$ cat src/hdl/chpt_ram.sv
// generic single-port-write ram with registered read
module chpt_ram #(
  parameter int unsigned WIDTH = 8,
  parameter int unsigned DEPTH = 16
) (
  input  logic                     clk_i,
  input  logic                     we_i,
  input  logic [$clog2(DEPTH)-1:0] waddr_i,
  input  logic [WIDTH-1:0]         wdata_i,
  input  logic [$clog2(DEPTH)-1:0] raddr_i,
  output logic [WIDTH-1:0]         rdata_o
);

  logic [WIDTH-1:0] mem_q [DEPTH];

  // write port and registered read
  always_ff @(posedge clk_i) begin
    if (we_i) begin
      mem_q[waddr_i] <= wdata_i;
    end
    rdata_o <= mem_q[raddr_i];
  end

endmodule

$ cat config.mk
export PLATFORM = sky130hd
export DESIGN_NAME = chpt_ram
export DESIGN_NICKNAME = d
export VERILOG_FILES = /design/src/hdl/chpt_ram.sv
export SDC_FILE = /design/constraint.sdc
export NUM_CORES = 1
export LEC_CHECK = 0
export BUFFER_PORTS_ARGS = -buffer_cell sky130_fd_sc_hd__buf_2
export CORE_ASPECT_RATIO = 0.6
export CORE_MARGIN = 5
export CORE_UTILIZATION = 28
export CTS_CLUSTER_DIAMETER = 30
export CTS_CLUSTER_SIZE = 20
export DETAILED_ROUTE_END_ITERATION = 6
export PLACE_DENSITY = 0.52
export SLEW_MARGIN = 0
export SYNTH_ARGS = -nofsm -noshare
export SYNTH_HDL_FRONTEND = slang
export SYNTH_SLANG_ARGS = --single-unit
$ cat constraint.sdc
create_clock -name clk_i -period 3.35 [get_ports clk_i]
set_input_delay 0.5025 -clock clk_i [delete_from_list [all_inputs] [get_ports clk_i]]
set_output_delay 0.5025 -clock clk_i [all_outputs]
set_load 0.02 [all_outputs]
**Word level (Yosys, flattened, before mapping)**

Memory sizes are Yosys's and may differ from the RTL's. A register that Yosys moved wholly into a read port is not among the register bits.
Index checks and enable logic that the tools add are counted.

- Register bits after elaboration: 0
- RAM bits: 128
- Input port bits: 18
- Word-level logic and storage cells: 3
- Memories: 1

- Mux-type cells: 2

Memories:

| memory | depth | bits a word | read ports | clocked after memory_dff | write ports | RTL line | RTL |
|---|---|---|---|---|---|---|---|
| mem_q | 16 | 8 | 1 | 1 | 1 | 14 | `logic [WIDTH-1:0] mem_q [DEPTH];` |

Operators with widths:

| operator | number |
|---|---|
| $mux W1 | 2 |

**Logic depth before layout (Yosys ltp)**

- Word-level depth: 2
- Gate-level depth with buffers: 5
- Depth with buffers taken out: 3

**Worst setup path after synthesis**

No wires, ideal clock.

- Path kind: input-to-reg
- Start: input port waddr_i[2]
- End: memory mem_q[0][0], enable pin
- Setup time: 0.383 ns
- Data arrival time: 1.612 ns
- Path slack: 1.355 ns
- Cell stages on the path: 2
- Buffers on the path: 0
- Path through: or3b_2 -> nor3_1

RTL lines:

| element | RTL line | RTL |
|---|---|---|
| start: declaration | 8 | `input logic [$clog2(DEPTH)-1:0] waddr_i,` |
| end: declaration | 14 |  |

No word-level cell before the write port.

==> impl_metrics.csv <==
group,metric,value,unit
detailed_routing,drtAntennaViolNets,0,
synth,synth_mux_area_share,15.0,%
detailed_routing,drt-vias-per-instance,4.63,
synth,synth_xor_area_share,0,%
synth,synth_compound_area_share,2.33,%
global_route,grt_pass1_vias,2578,
clock_network,clockRootBuffer,"clkbuf_16",
timing,finalSetupTns,0,ps
worst_setup_path,crit_arrival,2250,ps
synth,ys_types,19,
worst_setup_path,end_kind,"flip-flop",
timing,finalCritPeriodShare,58.3,%
synth,synth_top_family_by_area,"multiplexers",
synth,synth_seq_cells,136,
clock_network,ctsLongestPathBuffers,2,
floorplanning,die_y,115,um
floorplanning,io_pins,26,
floorplanning,dieArea,21300,um^2
floorplanning,placementRows,38,
timing,post-route-min-period,1950,ps
detailed_routing,drt_iter0_markers,189,
timing,rsz0062_at_grt,"no",
place,io_buffers,25,
clock_network,clk_pin_slew_worst_paths,60,ps
timing,finalSetupViolations,0,
synth,synthSimpleGateAreaFrac,3.18,%
run_status,status,"complete, no violations",
layout,area.growth.synth_to_final,21.4,%
global_route,grt_max_degree,33,
place,place_hpwl,7.64,mm
detailed_routing,dr.pass1.iters,4,
floorplanning,fp.dieW,185,um
detailed_routing,route.detailed.drc,0,
global_route,antenna_found_initial,0,
clock_network,h-tree-depth,4,
global_route,track_usage,11.8,%
timing,clock-skew-final,11.6,ps
worst_setup_path,crit_fanout,19,
layout,nNetsFinal,293,
clock_network,cts_tree,"built",
timing,final_hold_viol_count,0,
layout,antennaDiodeCount,0,
clock_network,insertion_delay,410,ps
worst_setup_path,path_class,"input port to flip-flop",
clock_network,post-cts-setup-buffers,0,
global_route,grt_pass1_wl,17.6,mm
synth,synth-seq-area-share,77.8,%
synth,yosys.area_share.adder,0,%
power,vdd.ir_drop.worst,0.327,mV
timing,tightest_slew,1170,ps
clock_network,cts_sinks,136,
clock_network,cts_inserted_buffers,17,
timing,max_freq,512,MHz
detailed_routing,wl_per_cell,22.4,um
worst_setup_path,critPathLaunchType,"input port",
synth,syn_nets,247,
detailed_routing,wl,11.9,mm
clock_network,postCtsResizedCells,0,
floorplanning,initial_core_util,28.5,%
synth,yosys_warnings,0,
job,max_cap_violations,0,
synth,netlist_instances,229,
power,p_leak,2.08,nW
layout,final_common_cell,"edfxtp_1",
layout,drive_gt1_share,30.6,%
floorplanning,core-area,18100,um^2
timing,whs,471,ps
layout,final_cell_mix,"edfxtp_1, buf_2, mux4_2",
worst_setup_path,crit_required,3650,ps
detailed_routing,num_vias,2444,
timing,max_slew_margin,21.5,%
power,p_per_area,677,nW/um^2
global_route,gr-total-overflow,0,
layout,fillers,1707,
clock_network,hold_buffers,0,
timing,slew_viol_final,0,
place,globalplace.congestion,0.744,
synth,avgSynthCellArea,22.5,um^2
worst_hold_path,hp-class,"input port to flip-flop",
synth,syn-cell-area,5150,um^2
[power by group]
group / total (W) / leakage (nW) / switching (W) / internal [W]
logic: 0.000187 / 0.534 / 0.000115 / 0.0000717
registers: 0.00191 / 1.22 / 0.0000126 / 0.00190
clock network: 0.00213 / 0.324 / 0.000730 / 0.00140
total: 0.00423 / 2.08 / 0.000858 / 0.00338
[flip-flops by register name, indices dropped and copies added (netlist names)]
signal and cells:
mem_q 128, rdata_o 8
[critical path: stages]
cell	delay [ps]
buf_2	540
buf_4	340
mux4_1	590
a22oi_1	200
nand2_1	70
[layer usage]
| layer | up-vias | global-route usage (%) | part of all wire (%) | wire (um) |
|---|---|---|---|---|
| met1 | 1299 | 18.4 | 49 | 5840 |
| met5 | - | 0 | 0 | 0 |
| met3 | 2 | 3.51 | 6.7 | 800 |
| li1 | 1067 | - | - | - |
| met4 | 0 | 2.79 | 0.12 | 14 |
| met2 | 76 | 16.1 | 44 | 5200 |
[final timing paths]
path                          startpoint                     end  slack [ps]  cells past startpoint
setup reg to reg   mem_q[1][0]$_DFFE_PP_      rdata_o[0]$_DFF_P_        1850                      3
setup / recovery              raddr_i[0]      rdata_o[3]$_DFF_P_        1400                      5
hold / removal                wdata_i[6]  mem_q[13][6]$_DFFE_PP_         470                      1
hold reg to reg   mem_q[15][7]$_DFFE_PP_      rdata_o[7]$_DFF_P_         670                      3
[cells in the mapped netlist, drive strengths merged]
library cell | instances | share of area (%)
a22oi | 16 | 2.3
and2 | 1 | 0.12
and2b | 1 | 0.15
buf | 7 | 1.1
clkdlybuf4s25 | 3 | 0.58
dfxtp | 8 | 3.1
edfxtp | 128 | 75
mux4 | 32 | 15
nand2 | 9 | 0.66
nand2b | 2 | 0.24
nand3 | 1 | 0.097
nand3b | 2 | 0.29
nor2 | 13 | 0.95
nor2b | 1 | 0.12
nor3 | 4 | 0.39
or3b | 1 | 0.17
[cells by family (layout without fill, tap and decap cells)]
family,count (synthesis),after routing
AOI/OAI and AO/OA,16,16
buffers and inverters,10,69
DFF,136,136
muxes,32,32
and+or+nand+nor,35,35
[area by class of cell]
type                    instances  area, um^2  share of cell area [%]
clock buffers                  17         425                    6.81
repair buffers                 37         215                    3.44
multi-input cells              83        1060                    16.9
flip-flops and latches        136        4000                    64.1
well taps                     240         300                    4.80
clock inverters                15         249                    3.98
[metrics by stage]
step                std cells  power, W  setup slack, ps  util (%)  area, um^2
floorplan                 229   0.00206             1350         -        5150
global placement          496   0.00214              964      30.9        5580
detailed placement        496   0.00214              920      30.9        5580
CTS                       528   0.00427             1350      34.6        6250
global route              528   0.00437             1200      34.6        6250
finish                    528   0.00423             1400      34.6        6250
Note: power is estimated with default switching activity, not from simulation.
