## src/hdl/chpt_pkg.sv

```systemverilog
// shared constants and types of the chained hash page table
package chpt_pkg;

  localparam int unsigned NUM_BUCKETS  = 256;
  localparam int unsigned POOL_ENTRIES = 1024;
  localparam int unsigned BKT_W        = $clog2(NUM_BUCKETS);
  localparam int unsigned IDX_W        = $clog2(POOL_ENTRIES);
  localparam int unsigned PTR_W        = IDX_W + 1;
  localparam int unsigned CFG_W        = 9;
  localparam int unsigned PAGE_W       = 32;
  localparam int unsigned LINK_W       = 16;

  localparam logic [PTR_W-1:0] NO_SLOT  = PTR_W'(POOL_ENTRIES);
  localparam logic [PTR_W-1:0] POOL_CNT = PTR_W'(POOL_ENTRIES);

  // operation codes
  localparam logic [1:0] OP_LOOKUP = 2'd0;
  localparam logic [1:0] OP_INSERT = 2'd1;
  localparam logic [1:0] OP_DELETE = 2'd2;

  // status codes
  localparam logic [1:0] ST_OK      = 2'd0;
  localparam logic [1:0] ST_MISSING = 2'd1;
  localparam logic [1:0] ST_FULL    = 2'd2;

  typedef struct packed {
    logic [1:0]        op;
    logic [PAGE_W-1:0] page_number;
    logic [LINK_W-1:0] link_value;
  } req_t;

  typedef struct packed {
    logic [1:0]        status;
    logic [LINK_W-1:0] found_link;
    logic [IDX_W-1:0]  entry_index;
  } rsp_t;

  typedef struct packed {
    logic [PAGE_W-1:0] page;
    logic [LINK_W-1:0] link;
    logic [PTR_W-1:0]  next;
  } entry_t;

  typedef enum logic [2:0] {
    S_IDLE,
    S_DIV,
    S_HEAD,
    S_WALK
  } state_e;

endpackage

```

## src/hdl/chpt_mod.sv

```systemverilog
// iterative remainder unit: page number modulo bucket count, four bits a cycle
module chpt_mod (
  input  logic                             clk_i,
  input  logic                             rst_ni,
  input  logic                             start_i,
  input  logic [chpt_pkg::PAGE_W-1:0]      dividend_i,
  input  logic [chpt_pkg::CFG_W-1:0]       divisor_i,
  output logic                             done_o,
  output logic [chpt_pkg::BKT_W-1:0]       rem_o
);

  localparam int unsigned STEPS = chpt_pkg::PAGE_W / 4;

  logic                         busy_q, done_q;
  logic [$clog2(STEPS)-1:0]     cnt_q;
  logic [chpt_pkg::CFG_W-1:0]   rem_q, rem_d, div_q;
  logic [chpt_pkg::PAGE_W-1:0]  page_q, page_d;

  // four restoring steps
  always_comb begin
    rem_d  = rem_q;
    page_d = page_q;
    for (int i = 0; i < 4; i++) begin
      rem_d  = {rem_d[chpt_pkg::CFG_W-2:0], page_d[chpt_pkg::PAGE_W-1]};
      page_d = {page_d[chpt_pkg::PAGE_W-2:0], 1'b0};
      if (rem_d >= div_q) begin
        rem_d = rem_d - div_q;
      end
    end
  end

  // control
  always_ff @(posedge clk_i or negedge rst_ni) begin
    if (!rst_ni) begin
      busy_q <= 1'b0;
      done_q <= 1'b0;
      cnt_q  <= '0;
    end else begin
      done_q <= 1'b0;
      if (start_i) begin
        busy_q <= 1'b1;
        cnt_q  <= '0;
      end else if (busy_q) begin
        cnt_q <= cnt_q + 1'b1;
        if (cnt_q == ($clog2(STEPS))'(STEPS - 1)) begin
          busy_q <= 1'b0;
          done_q <= 1'b1;
        end
      end
    end
  end

  // datapath
  always_ff @(posedge clk_i) begin
    if (start_i) begin
      rem_q  <= '0;
      page_q <= dividend_i;
      div_q  <= divisor_i;
    end else if (busy_q) begin
      rem_q  <= rem_d;
      page_q <= page_d;
    end
  end

  assign done_o = done_q;
  assign rem_o  = rem_q[chpt_pkg::BKT_W-1:0];

endmodule

```

## config.mk

```make
export PLATFORM = sky130hd
export DESIGN_NAME = chpt_mod
export DESIGN_NICKNAME = d
export VERILOG_FILES = /design/src/hdl/chpt_pkg.sv /design/src/hdl/chpt_mod.sv
export SDC_FILE = /design/constraint.sdc
export NUM_CORES = 1
export LEC_CHECK = 0
export BUFFER_PORTS_ARGS = -buffer_cell sky130_fd_sc_hd__clkbuf_2
export CAP_MARGIN = 20
export CORE_MARGIN = 1
export CORE_UTILIZATION = 30
export CTS_BUF_LIST = sky130_fd_sc_hd__clkbuf_4 sky130_fd_sc_hd__clkbuf_8
export CTS_CLUSTER_DIAMETER = 40
export CTS_CLUSTER_SIZE = 8
export DETAILED_ROUTE_END_ITERATION = 8
export MAX_ROUTING_LAYER = met4
export SYNTH_ARGS = -nofsm -noshare
export SYNTH_HDL_FRONTEND = slang
export SYNTH_SLANG_ARGS = --single-unit
```

## constraint.sdc

```tcl
create_clock -name clk_i -period 10.15 [get_ports clk_i]
set_clock_uncertainty 0.1 [all_clocks]
set_input_delay 1.015 -clock clk_i [delete_from_list [all_inputs] [get_ports clk_i]]
set_output_delay 1.015 -clock clk_i [all_outputs]
set_load 0.01 [all_outputs]
```

======== After elaboration in Yosys (flattened, before gate mapping) ========
Cells that the tools add are included.
operators by class
  bitwise operators ....................... 0
  order comparisons ....................... 4
  add/subtract/negate cells ............... 5
  multiplexer cells ....................... 14
  equality and inequality tests ........... 1
  div/mod/pow operators ................... 0
  reduce and logical (&&, ||, !) cells .... 1
  shift-type cells ........................ 0
  multiply operators ...................... 0
operators by type and width
  operator                                      number
  two-way mux 32 bit                            2
  greater-or-equal comparator 9 bit             4
  two-way mux 8 bit                             4
  subtractor 8 bit                              4
  two-way mux 1 bit                             6
  two-way mux 3 bit                             2
  adder 3 x 1 -> 3 bit (second input constant)  1
  equality test 3 bit (second input constant)   1
  nonzero test 2 bit                            1
storage, ports and cells
  bits in latches ......................... 0
  logic and storage cells ................. 31
  output and inout bits ................... 9
  ROM bits ................................ 0
  memory bits (writable) .................. 0
  bits of input ports ..................... 44
  memories ................................ 0
  flip-flop bits (word level) ............. 54

======== Depth between registers and ports, before layout ========
  depth after elaboration ................. 8
  mapped depth ............................ 34
  gate-level depth less buffers ........... 33

======== Worst setup path before layout ========
Ideal clock, no wire load.
  path kind ............................... register to register
  from .................................... register div_q[1] (netlist name)
  to ...................................... register rem_q[2] (netlist name)
  library setup time ...................... 0.117 ns
  slack ................................... 3.413 ns
  required time ........................... 9.933 ns
  stages on the path, launching flop included .. 30
  arrival time ............................ 6.519 ns
  buffers on the path ..................... 2
  path through ............................ edfxtp_1 > inv_1 > ha_1 > nor2b_1 > o31a_1 > o21ai_1 > o21ai_2 > mux2_2 > ha_1 > nand2_1 > nor4_1 > a21o_1 > clkbuf_1 > nor2_1 > a21oi_1 > ha_1 > o21a_1 > o31a_1 > o31a_1 > o32a_4 > buf_6 > mux2i_4 > ha_1 > nor2b_1 > o21a_1 > o21ai_0 > a211o_1 > nand2_1 > a22o_1 > a32o_1
between the ends
  word-level cells in the longest chain between the ends .. 8
  elaborated cells on any way between the ends .. 12
  classes of those cells .................. add/sub (4); order compare (4); mux (4)
ends and longest elaborated chain
  item                                                                          line                            source
  start: declaration                                                            chpt_mod.sv:16                  logic [chpt_pkg::CFG_W-1:0] rem_q, rem_d, div_q;
  start signal: assignment                                                      chpt_mod.sv:58                  div_q <= divisor_i;
  subtractor 8 bit / greater-or-equal comparator 9 bit (equally long branches)  chpt_mod.sv:27, chpt_mod.sv:26
  two-way mux 8 bit                                                             chpt_mod.sv:26                  if (rem_d >= div_q) begin
  subtractor 8 bit / greater-or-equal comparator 9 bit (equally long branches)  chpt_mod.sv:27, chpt_mod.sv:26
  two-way mux 8 bit                                                             chpt_mod.sv:26
  greater-or-equal comparator 9 bit / subtractor 8 bit (equally long branches)  chpt_mod.sv:26, chpt_mod.sv:27
  two-way mux 8 bit                                                             chpt_mod.sv:26
  subtractor 8 bit / greater-or-equal comparator 9 bit (equally long branches)  chpt_mod.sv:27, chpt_mod.sv:26
  two-way mux 8 bit (*)                                                         chpt_mod.sv:26
  end signal: assignment                                                        chpt_mod.sv:60                  rem_q <= rem_d;
  end: declaration                                                              chpt_mod.sv:16
Every way passes the cells marked *; elsewhere a longest branch is shown, timed or not.
A chain may end at the register's enable or synchronous reset.

======== Final worst setup path ========
Ends and elaborated chain as after synthesis.

==> out/metrics.csv <==
metric,value,unit
fin_setup_tns,0,ps
r2r-end,rem_q[2],
dp_hpwl,7290,um
synth_top_flop_cell,edfxtp_1,
clk_pin_slew,110,ps
async_flop_share,0.0926,
setup_slack,2390,ps
syn2layout_area_growth,13.7,%
worst_pin_slew,694,ps
dieArea,0.0137,mm^2
grt_usage,0.152,
syn-num-nets,469,
start_util,0.310,
mostFrequentLayoutCell,clkbuf_2,
antenna_found_initial,0,
clkSinkCount,54,
routed_wl,9460,um
fmax,0.129,GHz
clock_path_buffers,2,
hold_viol,0,
startpoint_type,flip-flop,
synth.largest_area_cell,edfxtp_1,
syn_area,0.00396,mm^2
fillers,1290,
drive_gt1_frac,0.237,
cp.required,10270,ps
ys_seq_area_frac,0.383,
synth_edf_count,41,
cp_slowest_cell,edfxtp_1,
rsz0062_at_grt,no,
avgSynthCellArea,10.3,um^2
status,"finished, final reports clean",
numCtsBuffers,5,
grt_max_degree,53,
ant_nets,0,
slew_headroom,0.526,
yosysWarnings,0,
postCtsSetupBuffers,0,
grt_pass1_wl,15200,um
hold_path_class,primary input to asynchronous set/reset pin,
timing.rr.start,div_q[1],
crit_path_end,rem_q[2],
multi_input_area,0.00229,mm^2
dieHeight,117,um
synth.ff_latch_count,54,
finalCriticalPeriod,7760,ps
cts_resized,0,
drv_cap,0,
drtIter0Drc,252,
layout_common_cells,"clkbuf_2, edfxtp_1, ha_1, mux2_2, inv_1",
crit_type,flip-flop to flip-flop,
timing.hold.ws,393,ps
pre_cts_slack,2530,ps
grt-ovfl-total,0,
wire_per_inst,15.6,um
fin_crit_sh,0.764,
port_buffers,52,
htree_levels,2,
worstSetupPathDepth,30,
crit_buf_inv,4,
drv_slew,0,
rows,41,
dr_total_vias,3076,
grt_pass1_vias,2956,
cts_tree,done,
regToRegSetupSlack,2390,ps
setup_violations,0,
avgViaCountPerCell,5.07,
final_nets,520,
dr.pass1.iters,4,
ys_types,58,
synth_top_cells_by_area,"edfxtp_1, ha_1, mux2_2",
cp-end-kind,flip-flop,
worstPathArrival,7880,ps
drc_errors,0,
synthCells,383,
cpLargestDelayFamily,compound AO/OA/AOI/OAI gates,
cp_slowest_stage_delay,470,ps
globalplace.congestion,0.965,
die_w,117,um
reg2reg_depth,30,
yosysTopAreaCellShare,0.311,
critPathMaxFanout,15,
cts_root_buf,clkbuf_8,
num_io_pins,53,
clk-insertion-delay-late,320,ps
crit_start,div_q[1],
core-area,0.0128,mm^2
n_antenna_cell,0,
cts_hold_buf,0,
seqCellArea,0.00152,mm^2
[per-stage QoR]
step | instances | util | area, um^2
after floorplan | 383 | - | 3960
after global placement | 599 | 0.345 | 4410
after detailed placement | 599 | 0.345 | 4410
after CTS | 607 | 0.353 | 4510
after global routing | 607 | 0.353 | 4510
final | 607 | 0.353 | 4510
[synthesized netlist by cell type, drive strengths merged, types with 7 or more instances]
library cell / number
a21oi: 26
clkbuf: 8
dfxtp: 8
edfxtp: 41
ha: 38
inv: 29
mux2: 32
mux2i: 10
nand2: 17
nor2: 28
nor2b: 8
nor3: 9
o21a: 13
o21ai: 22
o21bai: 7
xnor2: 10
[metal layers]
layer,wire length [um],global-route usage,vias to the layer above
li1,-,-,1521
met1,4320,0.194,1432
met2,4190,0.232,102
met3,675,0.0355,21
met4,271,0.0616,0
met5,0,-,-
[logic make-up (layout without fill, tap and decap cells)]
kind of cell	Yosys count	after routing	synth area share
compound gates	103	103	0.177
xor+xnor	13	13	0.0287
fa+ha+maj	42	42	0.140
buf+inv	39	91	0.0392
flops	54	54	0.383
mux	42	42	0.120
simple gates	90	90	0.112
[how the worst min path moves through the flow]
stage          startpoint        to  slack [ps]  cells past startpoint
2_1_floorplan    cnt_q[1]  cnt_q[1]         390                      2
3_3_place_gp     cnt_q[1]  cnt_q[1]         410                      2
3_5_place_dp     cnt_q[1]  cnt_q[1]         420                      2
4_1_cts            rst_ni  cnt_q[0]         380                      1
5_1_grt            rst_ni  cnt_q[0]         380                      1
6_report           rst_ni  cnt_q[2]         390                      1
[sequential cells by signal (all words and copies together), names as in the netlist]
register	cells
page_q	32
busy_q	1
div_q	9
rem_q	8
cnt_q	3
done_o	1
[final cells by class]
type,instances,share of cell area
tap,172,0.0478
multi-input combinational,290,0.508
timing repair buffer,54,0.0611
clock inverter,2,0.00389
inverter,29,0.0242
sequential,54,0.336
clock buffer,6,0.0183
Power is not shown: default switching activity piles up to over one toggle a cycle in this logic, so the estimate is an artifact.
